`config.mk`:
```
export PLATFORM = sky130hd
export DESIGN_NAME = pid_controller_clamped_unit
export DESIGN_NICKNAME = d
export VERILOG_FILES = /design/src/hdl/pcc_pkg.sv /design/src/hdl/pcc_law.sv /design/src/hdl/pid_controller_clamped_unit.sv
export SDC_FILE = /design/constraint.sdc
export NUM_CORES = 2
export LEC_CHECK = 0
export BUFFER_PORTS_ARGS = -buffer_cell sky130_fd_sc_hd__buf_2
export CAP_MARGIN = 20
export CORE_MARGIN = 5
export CORE_UTILIZATION = 40
export CTS_CLUSTER_DIAMETER = 150
export CTS_CLUSTER_SIZE = 12
export DETAILED_ROUTE_END_ITERATION = 6
export SLEW_MARGIN = 30
export SYNTH_ARGS = -nofsm -noshare
export SYNTH_HDL_FRONTEND = slang
export SYNTH_SLANG_ARGS = --single-unit
```
`constraint.sdc`:
```
create_clock -name clk -period 20.7 [get_ports clk]
set_clock_uncertainty 0.05 [all_clocks]
set_input_delay 4.14 -clock clk [delete_from_list [all_inputs] [get_ports clk]]
set_output_delay 4.14 -clock clk [all_outputs]
set_load 0.03 [all_outputs]
```
`src/hdl/pcc_pkg.sv`:
```
// shared types and constants for the clamped pid controller
`default_nettype none
package pcc_pkg;

  localparam int REG_WIDTH       = 16;
  localparam int OUT_WIDTH       = 16;
  localparam int CFG_INDEX_WIDTH = 3;

  typedef enum logic [CFG_INDEX_WIDTH-1:0] {
    REG_GAIN_P   = 3'd0,
    REG_GAIN_I   = 3'd1,
    REG_GAIN_D   = 3'd2,
    REG_SETPOINT = 3'd3,
    REG_OUT_MIN  = 3'd4,
    REG_OUT_MAX  = 3'd5
  } reg_index_t;

  localparam logic signed [REG_WIDTH-1:0] OUT_MIN_RESET = 16'sh8000;
  localparam logic signed [REG_WIDTH-1:0] OUT_MAX_RESET = 16'sh7fff;

  // gains and clamp limits handed to the control law
  typedef struct packed {
    logic signed [REG_WIDTH-1:0] gain_p;
    logic signed [REG_WIDTH-1:0] gain_i;
    logic signed [REG_WIDTH-1:0] gain_d;
    logic signed [REG_WIDTH-1:0] out_min;
    logic signed [REG_WIDTH-1:0] out_max;
  } law_cfg_t;

  typedef struct packed {
    logic signed [OUT_WIDTH-1:0] control;
    logic                        clamped;
  } law_out_t;

endpackage
`default_nettype wire

```
`src/hdl/pcc_law.sv`:
```
// control law: weighted sum of error terms, floor shift and output clamp
`default_nettype none
module pcc_law
  import pcc_pkg::*;
#(
  parameter int ERR_WIDTH      = 17,
  parameter int ACC_WIDTH      = 32,
  parameter int GAIN_FRAC_BITS = 8
) (
  input  law_cfg_t                     cfg,
  input  logic signed [ERR_WIDTH-1:0]  err,
  input  logic signed [ERR_WIDTH:0]    diff,
  input  logic signed [ACC_WIDTH-1:0]  integ,
  output law_out_t                     result
);

  localparam int PP_WIDTH = REG_WIDTH + ERR_WIDTH;
  localparam int PD_WIDTH = REG_WIDTH + ERR_WIDTH + 1;
  localparam int PI_WIDTH = REG_WIDTH + ACC_WIDTH;
  localparam int PMAX     = (PI_WIDTH > PD_WIDTH) ? PI_WIDTH : PD_WIDTH;
  localparam int SUM_WIDTH = PMAX + 2;

  logic signed [PP_WIDTH-1:0]  prod_p;
  logic signed [PI_WIDTH-1:0]  prod_i;
  logic signed [PD_WIDTH-1:0]  prod_d;
  logic signed [SUM_WIDTH-1:0] sum;
  logic signed [SUM_WIDTH-1:0] shifted;
  logic signed [SUM_WIDTH-1:0] lo;
  logic signed [SUM_WIDTH-1:0] hi;
  logic signed [SUM_WIDTH-1:0] ctl_lo;
  logic signed [SUM_WIDTH-1:0] ctl_hi;
  logic                        below;
  logic                        above;

  assign prod_p = cfg.gain_p * err;
  assign prod_i = cfg.gain_i * integ;
  assign prod_d = cfg.gain_d * diff;

  assign sum     = SUM_WIDTH'(prod_p) + SUM_WIDTH'(prod_i) + SUM_WIDTH'(prod_d);
  // arithmetic shift floors toward minus infinity
  assign shifted = sum >>> GAIN_FRAC_BITS;

  assign lo = SUM_WIDTH'(cfg.out_min);
  assign hi = SUM_WIDTH'(cfg.out_max);

  // lower bound first, then upper bound on the raised value
  assign below  = shifted < lo;
  assign ctl_lo = below ? lo : shifted;
  assign above  = ctl_lo > hi;
  assign ctl_hi = above ? hi : ctl_lo;

  assign result.control = ctl_hi[OUT_WIDTH-1:0];
  assign result.clamped = below | above;

endmodule
`default_nettype wire

```
`src/hdl/pid_controller_clamped_unit.sv`:
```
// top level of the positional pid controller with output clamp
// usage:
//   s_* carries one signed measurement per item in s_tdata.
//   m_* returns one result per item: control in m_tdata, clamp flag in m_tuser.
//   cfg_* writes the six registers (gains, setpoint, clamp limits); always ready,
//   writes to unused indexes are dropped. write only while no item is in flight.
// timing:
//   two register stages. the accept edge updates the integral and the previous
//   error and loads the error terms into the first stage; the result register
//   loads from the first stage once the output can advance (not stalled).
//   one item per cycle sustained while m_tready is high; the integral and
//   previous-error update at the accept edge is the only feedback.
// reset:
//   rst clears both stages, the integral and the previous error, and sets the
//   gains and setpoint to zero and the limits to the full 16-bit range.
// stall:
//   while m_tready is low the result holds; one more item can wait in the
//   first stage, after which s_tready drops until the result is taken.
`default_nettype none
module pid_controller_clamped_unit
  import pcc_pkg::*;
#(
  parameter int DATA_WIDTH     = 16,
  parameter int GAIN_FRAC_BITS = 8,
  parameter int ACC_WIDTH      = 32
) (
  input  logic                            clk,
  input  logic                            rst,
  input  logic                            s_tvalid,
  output logic                            s_tready,
  // measurement
  input  logic [((DATA_WIDTH+7)/8)*8-1:0] s_tdata,
  output logic                            m_tvalid,
  input  logic                            m_tready,
  // control
  output logic [OUT_WIDTH-1:0]            m_tdata,
  // clamped
  output logic [0:0]                      m_tuser,
  input  logic                            cfg_valid,
  output logic                            cfg_ready,
  input  logic [CFG_INDEX_WIDTH-1:0]      cfg_index,
  input  logic [REG_WIDTH-1:0]            cfg_data
);

  localparam int ERR_WIDTH = ((DATA_WIDTH > REG_WIDTH) ? DATA_WIDTH : REG_WIDTH) + 1;
  localparam int IS_WIDTH  = ((ACC_WIDTH > ERR_WIDTH) ? ACC_WIDTH : ERR_WIDTH) + 1;
  localparam logic signed [IS_WIDTH-1:0] ACC_MAX =
    {{(IS_WIDTH-ACC_WIDTH+1){1'b0}}, {(ACC_WIDTH-1){1'b1}}};
  localparam logic signed [IS_WIDTH-1:0] ACC_MIN = ~ACC_MAX;

  // configuration registers
  logic signed [REG_WIDTH-1:0] gain_p;
  logic signed [REG_WIDTH-1:0] gain_i;
  logic signed [REG_WIDTH-1:0] gain_d;
  logic signed [REG_WIDTH-1:0] setpoint;
  logic signed [REG_WIDTH-1:0] out_min;
  logic signed [REG_WIDTH-1:0] out_max;

  // controller state
  logic signed [ACC_WIDTH-1:0] integ;
  logic signed [ERR_WIDTH-1:0] prev_err;

  // first stage
  logic                        v1;
  logic signed [ERR_WIDTH-1:0] err1;
  logic signed [ERR_WIDTH:0]   diff1;
  logic signed [ACC_WIDTH-1:0] integ1;

  // result register
  logic                        out_valid;
  law_out_t                    out_reg;

  logic                        s_fire;
  logic                        advance;
  logic signed [DATA_WIDTH-1:0] meas;
  logic signed [ERR_WIDTH-1:0] err;
  logic signed [ERR_WIDTH:0]   diff;
  logic signed [IS_WIDTH-1:0]  isum;
  logic signed [ACC_WIDTH-1:0] integ_next;
  law_cfg_t                    law_cfg;
  law_out_t                    law_res;

  assign cfg_ready = 1'b1;
  assign advance   = !out_valid || m_tready;
  assign s_tready  = advance || !v1;
  assign s_fire    = s_tvalid && s_tready;

  assign meas = DATA_WIDTH'(signed'(s_tdata[DATA_WIDTH-1:0]));
  assign err  = ERR_WIDTH'(setpoint) - ERR_WIDTH'(meas);
  assign diff = (ERR_WIDTH+1)'(err) - (ERR_WIDTH+1)'(prev_err);
  assign isum = IS_WIDTH'(integ) + IS_WIDTH'(err);

  always_comb begin
    if (isum > ACC_MAX) begin
      integ_next = ACC_MAX[ACC_WIDTH-1:0];
    end else if (isum < ACC_MIN) begin
      integ_next = ACC_MIN[ACC_WIDTH-1:0];
    end else begin
      integ_next = isum[ACC_WIDTH-1:0];
    end
  end

  always_ff @(posedge clk) begin
    if (rst) begin
      gain_p   <= '0;
      gain_i   <= '0;
      gain_d   <= '0;
      setpoint <= '0;
      out_min  <= OUT_MIN_RESET;
      out_max  <= OUT_MAX_RESET;
    end else if (cfg_valid && cfg_ready) begin
      case (reg_index_t'(cfg_index))
        REG_GAIN_P:   gain_p   <= signed'(cfg_data);
        REG_GAIN_I:   gain_i   <= signed'(cfg_data);
        REG_GAIN_D:   gain_d   <= signed'(cfg_data);
        REG_SETPOINT: setpoint <= signed'(cfg_data);
        REG_OUT_MIN:  out_min  <= signed'(cfg_data);
        REG_OUT_MAX:  out_max  <= signed'(cfg_data);
        default: ;
      endcase
    end
  end

  always_ff @(posedge clk) begin
    if (rst) begin
      integ    <= '0;
      prev_err <= '0;
      v1       <= 1'b0;
    end else begin
      if (s_fire) begin
        integ    <= integ_next;
        prev_err <= err;
      end
      if (s_tready) begin
        v1 <= s_fire;
      end
    end
  end

  always_ff @(posedge clk) begin
    if (s_fire) begin
      err1   <= err;
      diff1  <= diff;
      integ1 <= integ_next;
    end
  end

  assign law_cfg.gain_p  = gain_p;
  assign law_cfg.gain_i  = gain_i;
  assign law_cfg.gain_d  = gain_d;
  assign law_cfg.out_min = out_min;
  assign law_cfg.out_max = out_max;

  pcc_law #(
    .ERR_WIDTH      (ERR_WIDTH),
    .ACC_WIDTH      (ACC_WIDTH),
    .GAIN_FRAC_BITS (GAIN_FRAC_BITS)
  ) u_law (
    .cfg    (law_cfg),
    .err    (err1),
    .diff   (diff1),
    .integ  (integ1),
    .result (law_res)
  );

  always_ff @(posedge clk) begin
    if (rst) begin
      out_valid <= 1'b0;
    end else if (advance) begin
      out_valid <= v1;
    end
  end

  always_ff @(posedge clk) begin
    if (advance && v1) begin
      out_reg <= law_res;
    end
  end

  assign m_tvalid   = out_valid;
  assign m_tdata    = out_reg.control;
  assign m_tuser[0] = out_reg.clamped;

  // an accepted item always lands in the first stage
  assert property (@(posedge clk) disable iff (rst) s_fire |=> v1)
    else $error("accepted item missing from first stage");

  // a waiting item in the first stage survives a stalled output
  assert property (@(posedge clk) disable iff (rst)
    v1 && out_valid && !m_tready |=> v1)
    else $error("first stage item lost during stall");

  // a new result only appears when the first stage held an item
  assert property (@(posedge clk) disable iff (rst)
    out_valid && !$past(out_valid) |-> $past(v1))
    else $error("result appeared without a source item");

  // no input accepted while both stages are full and the output stalls
  assert property (@(posedge clk) disable iff (rst)
    v1 && out_valid && !m_tready |-> !s_tready)
    else $error("input accepted with full pipeline");

endmodule
`default_nettype wire
```
Yosys cells after proc, flatten, opt, wreduce, memory -nomap -nowiden

Index checks and enable logic that the tools add are counted.

Add/subtract/negate cells: 5
Multiply operators: 3
Order comparisons: 4
Equality and inequality tests: 5
Mux-type cells: 4
Bitwise gates (word level): 1
Reductions and logical operators: 13

Operators by type and width:

| cell                 | count |
|---|---|
| $mux 32              | 2 |
| $add 49x34->50       | 1 |
| $gt 50x16->1         | 1 |
| $mux 50              | 1 |
| $add 33x48->49       | 1 |
| $mul 16x32->48       | 1 |
| $lt 42x16->1         | 1 |
| $mul 16x18->34       | 1 |
| $add 32x17->33       | 1 |
| $gt 33x32->1 const B | 1 |
| $lt 33x32->1 const B | 1 |
| $mul 16x17->33       | 1 |
| $sub 17x17->18       | 1 |
| $sub 16x16->17       | 1 |
| $mux 16              | 1 |
| $reduce_and 2->1     | 6 |
| $eq 3x2->1 const B   | 2 |
| $eq 3x3->1 const B   | 2 |
| $eq 3x1->1 const B   | 1 |
| $logic_not 3->1      | 1 |
| $logic_and 1x1->1    | 2 |
| $logic_not 1->1      | 2 |
| $logic_or 1x1->1     | 2 |
| $or 1x1->1           | 1 |

Register bits: 231
Output and inout bits: 20

Longest topological paths before layout

Depth after elaboration: 7
Mapped depth: 54

Cells and area by module

A second synthesis with hierarchy kept.

Cells, all modules: 5969
Area, all modules: 55066.6 µm²

By module, submodules not included:

| module                      | times used | cells an instance | area an instance (µm²) | sequential area each (µm²) |
|---|---|---|---|---|
| pcc_law                     | 1          | 4744              | 43840.8                | 0.0 |
| pid_controller_clamped_unit | 1          | 1225              | 11225.8                | 5465.2 |

Least setup slack after synthesis

No wires, ideal clock.

Path type: register to register
Start point: reg diff1[17]
End point: reg out_reg, in the netlist m_tdata[10], data pin
Arrival time: 13.678 ns
Required time: 20.390 ns
Setup slack: 6.712 ns
Stages on the path, launching flop included: 49
Buffers on the path: 4
Period minus slack after synthesis: 13.988 ns
Cell sequence: edfxtp_1 > clkbuf_1 > nand2_1 > fa_1 > fa_1 > fa_1 > inv_1 > fa_1 > fa_1 > fa_1 > fa_1 > fa_1 > inv_1 > fa_1 > inv_1 > ha_1 > and2_1 > a221o_1 > (+13 left out) > nor4_2 > xnor2_2 > buf_4 > nand2_2 > buf_2 > nand2_1 > ha_1 > a21o_1 > a21o_1 > a21o_1 > a21oi_1 > nor2b_1 > o21ai_0 > a211oi_1 > o32ai_1 > mux2i_1 > clkbuf_1 > mux2_2

RTL lines:

| element                | line                               | RTL |
|---|---|---|
| start, declared        | pid_controller_clamped_unit.sv:66  | `logic signed [ERR_WIDTH:0] diff1;` |
| start signal, assigned | pid_controller_clamped_unit.sv:143 | `diff1 <= diff;` |
| end signal, assigned   | pid_controller_clamped_unit.sv:176 | `out_reg <= law_res;` |
| end, declared          | pid_controller_clamped_unit.sv:71  | `law_out_t out_reg;` |

==> results.md <==
* Post-synth EDFFs at 84
* Grt ovf at 0
* Post-synth cell types at about 70
* Port bufs at slightly below 60
* Core Region at 135000 sq um
* Clock transition at the registers of the reported paths at 0.07 ns
* Ys flop type: dfxtp_1
* CTS sink cnt at roughly 230
* Maximum vdd drop at 0.147 mV
* Layout area overhead at 5.10%
* Initial antenna violation count at 8
* DRC Markers at 0
* Post-Synthesis Cells at 5807
* Die footprint at roughly 140000 sq um
* Root buf cell: clkbuf_16
* Pre-CTS worst setup slack at 4.45 ns
* Clock Latency Late Sink at around 0.58 ns
* Status: finished, final reports clean
* First-pass GRT wire length at between 200 and 250 mm
* RSZ-0062 raised after global routing: false
* YS warnings at 0
* DRT Wirelength at 154 mm
* Syn avg cell area at slightly above 9 sq um
* Slew @ Worst Pin at ~1.1 ns
* GRT Total Usage at roughly 22%
* Nature of the critical path startpoint: flop
* Worst R2R Path Depth at 45
* Worst flop-to-flop path startpoint: gain_d[0]$_SDFFE_PP0P_
* ANT nets after route at 0
* CP max stage cell: dfxtp_1
* Mapped Area at 54300 sq um
* Crit end category: flop
* # H-tree levels at 1
* CP Data Arrival Time at 16.22 ns
* Final #Nets at around 7400
* Hold Vio Cnt, Final at 0
* Initial DRT Pass Iterations at 6
* Max stage delay on crit path at slightly below 0.8 ns
* CP Class: reg2reg
* Hold path cells at 2
* Largest net degree at the start of global routing at 80
* Post-CTS setup buffer count at 0
* Crit path time final at about 16 ns
* Worst r2r dst: m_tdata[4]$_DFFE_PP_
* Layout cells sized above 1 at under 10%
* CP Data Required Time at ~21 ns
* Final setup violation count at 0
* Fill cell count at roughly 13000
* Clock buffer depth at 3
* CP most frequent cell: fa_1
* Vias in the first global route at 41831
* CTS tree: yes
* FMAX at between 60 and 70 MHz
* Final worst-path cycle share at about 77%
* Async S/R FF share, synth at 0%
* Final setup margin at about 4.7 ns
* Total of max-cap violations at 0
* Leakage power at ~28 nW
* WHS Endpoint: setpoint[0]$_SDFFE_PP0P_
* Vias/cell at around 5.1
* Cts bufs inserted at 23
* Seq/Total Area, Yosys at about a tenth
* Chip Width at approximately 380 um
* Final setup TNS at 0 ns
* Die extent in y at around 380 um
* HPWL Detailed at around 130 mm
* Worst-path maximum fanout at between 40 and 50
* Vias at 38108
* Max-slew violations at 0
* Hold buffers post-CTS at 0
* Cell Pwr Density at 75.6 nW/um^2
* Synthesized flop and latch total at 231
* Reg2reg setup slack at 4.73 ns
* DRT iter0 DRCs at roughly 2500
* Worst hold path type: reg2reg
* Top Ports at 60
* Rows at ~140
* Slew HR at ~29%
* Synthesized net count at about 7500
* Initial Util at approximately 40%
* Hold Startpoint: setpoint[0]$_SDFFE_PP0P_
* Post-CTS sizing at 0
* Routability cong. at approximately 0.93
* DR WL/cell at ~20 um
## final cells by class
type                            instances  area, sq um  area share (%)
Clock buffer                           39          636            1.11
Antenna cell                            1         2.50         0.00439
Timing Repair Buffer                  106          672            1.18
Clock inverter                          2         28.8          0.0504
Tap cell                             1781         2230            3.91
Sequential cell                       231         5470            9.59
Inverter                             1421         5340            9.35
Multi-Input combinational cell       3922        42700            74.8
## sequential cells by signal, summed over array words and instances, names as in the netlist
signal and count:
diff1 18, out_min 16, gain_i 16, setpoint 16, integ 32, integ1 32
v1 1, out_max 16, err1 17, m_tdata 16, prev_err 17, gain_d 16
gain_p 16, m_tuser 1, m_tvalid 1
## cells in the mapped netlist (6+ instances only)
cell | instances | area (sq um)
a21oi_1 | 197 | 986
xnor2_1 | 75 | 657
fa_1 | 1280 | 25600
nand4_1 | 27 | 169
buf_2 | 8 | 40.0
a211oi_1 | 19 | 143
ha_1 | 376 | 4700
or2_2 | 6 | 37.5
inv_1 | 1421 | 5330
nand2b_1 | 48 | 300
dfxtp_1 | 147 | 2940
o21bai_1 | 8 | 60.1
a21o_1 | 80 | 601
nor2b_1 | 37 | 231
and3_1 | 17 | 106
mux2_1 | 8 | 90.1
a31oi_1 | 12 | 75.1
maj3_1 | 26 | 260
clkbuf_1 | 217 | 815
o21ai_0 | 51 | 255
nand2_1 | 893 | 3350
nor2_1 | 102 | 383
xor2_1 | 28 | 245
edfxtp_1 | 84 | 2520
nand3_1 | 23 | 115
mux2i_1 | 7 | 70.1
or3_1 | 11 | 68.8
nor3_1 | 23 | 115
mux2_2 | 29 | 327
o211ai_1 | 24 | 180
o21a_1 | 18 | 135
and2_1 | 419 | 2620
## power breakdown
part	switching (mW)	internal [mW]	total (mW)
registers	0.241	0.599	0.840
logic	1.84	1.22	3.06
clock network	0.205	0.211	0.416
## logic make-up (layout without fill, tap and decap cells)
group | Yosys count | after routing | share of synthesized area (%)
AOI/OAI and AO/OA | 468 | 468 | 5.44
xor gates and xnor gates | 104 | 104 | 1.69
other | 1 | 2 | 0.00691
and+or+nand+nor | 1623 | 1623 | 14.1
buffers and inverters | 1654 | 1568 | 11.5
DFF | 231 | 231 | 10.1
muxes | 44 | 44 | 0.896
adders and majority gates | 1682 | 1682 | 56.3
## stage by stage
step,std cells,hold slack [ns],instance area (sq um),utilization [%],total power [mW]
floorplan,5807,0.386,54300,-,2.82
global placement,7458,0.392,56300,41.7,3.78
detailed placement,7459,0.396,56400,41.7,3.85
CTS,7500,0.405,57000,42.2,4.30
global route,7502,0.421,57100,42.2,4.70
finish,7503,0.406,57100,42.2,4.31
## worst max-delay path by stage
stage                                start               endpoint  depth (start not counted)
finish              gain_d[0]$_SDFFE_PP0P_   m_tdata[4]$_DFFE_PP_                         45
global route        gain_d[0]$_SDFFE_PP0P_   m_tdata[6]$_DFFE_PP_                         45
CTS                 gain_d[0]$_SDFFE_PP0P_   m_tdata[4]$_DFFE_PP_                         45
detailed placement  gain_d[0]$_SDFFE_PP0P_  m_tdata[13]$_DFFE_PP_                         45
global placement    gain_i[1]$_SDFFE_PP0P_   m_tdata[8]$_DFFE_PP_                         45
floorplan              diff1[17]$_DFFE_PP_  m_tdata[10]$_DFFE_PP_                         48
## per-layer routing
layer	vias to the layer above	share of wire, %	track usage, %
met5	-	0.027	0
met4	6	3.9	7.07
met3	260	6.9	4.21
met2	1131	47	37.3
met1	19757	42	29.6
li1	16954	-	-
## critical path: cells and delay by family, from the launching register on
family                   cells  cell delay, ns
AO/OA/AOI/OAI               14            3.74
adder cells (fa/ha/maj)     12            5.61
flip-flops                   1            0.77
multiplexers                 3            1.58
XOR/XNOR                     1            0.13
buffers and inverters        6            1.20
AND/OR/NAND/NOR              9            2.57
## layout by cell type (no fill, tap or decap), drive strengths merged, types with 5 or more instances in the layout
cell type  netlist  layout
dfxtp          147     147
nand2          894     894
nand2b          48      48
nand4           27      27
clkbuf         217      39
nand3           23      23
a211oi          20      20
xnor2           76      76
mux2            37      37
maj3            26      26
o21ai           54      54
o211ai          24      24
and3            17      17
nor3            23      23
o21a            18      18
a31oi           12      12
nor2b           37      37
and4             5       5
or3             11      11
fa            1280    1280
and2           419     419
a21o            80      80
buf             16     106
nor2           102     102
xor2            28      28
edfxtp          84      84
inv           1421    1421
a21boi           5       5
ha             376     376
mux2i            7       7
o21bai           8       8
or2              7       7
a21oi          197     197
No activity file was read; power rests on OpenSTA's default activity.
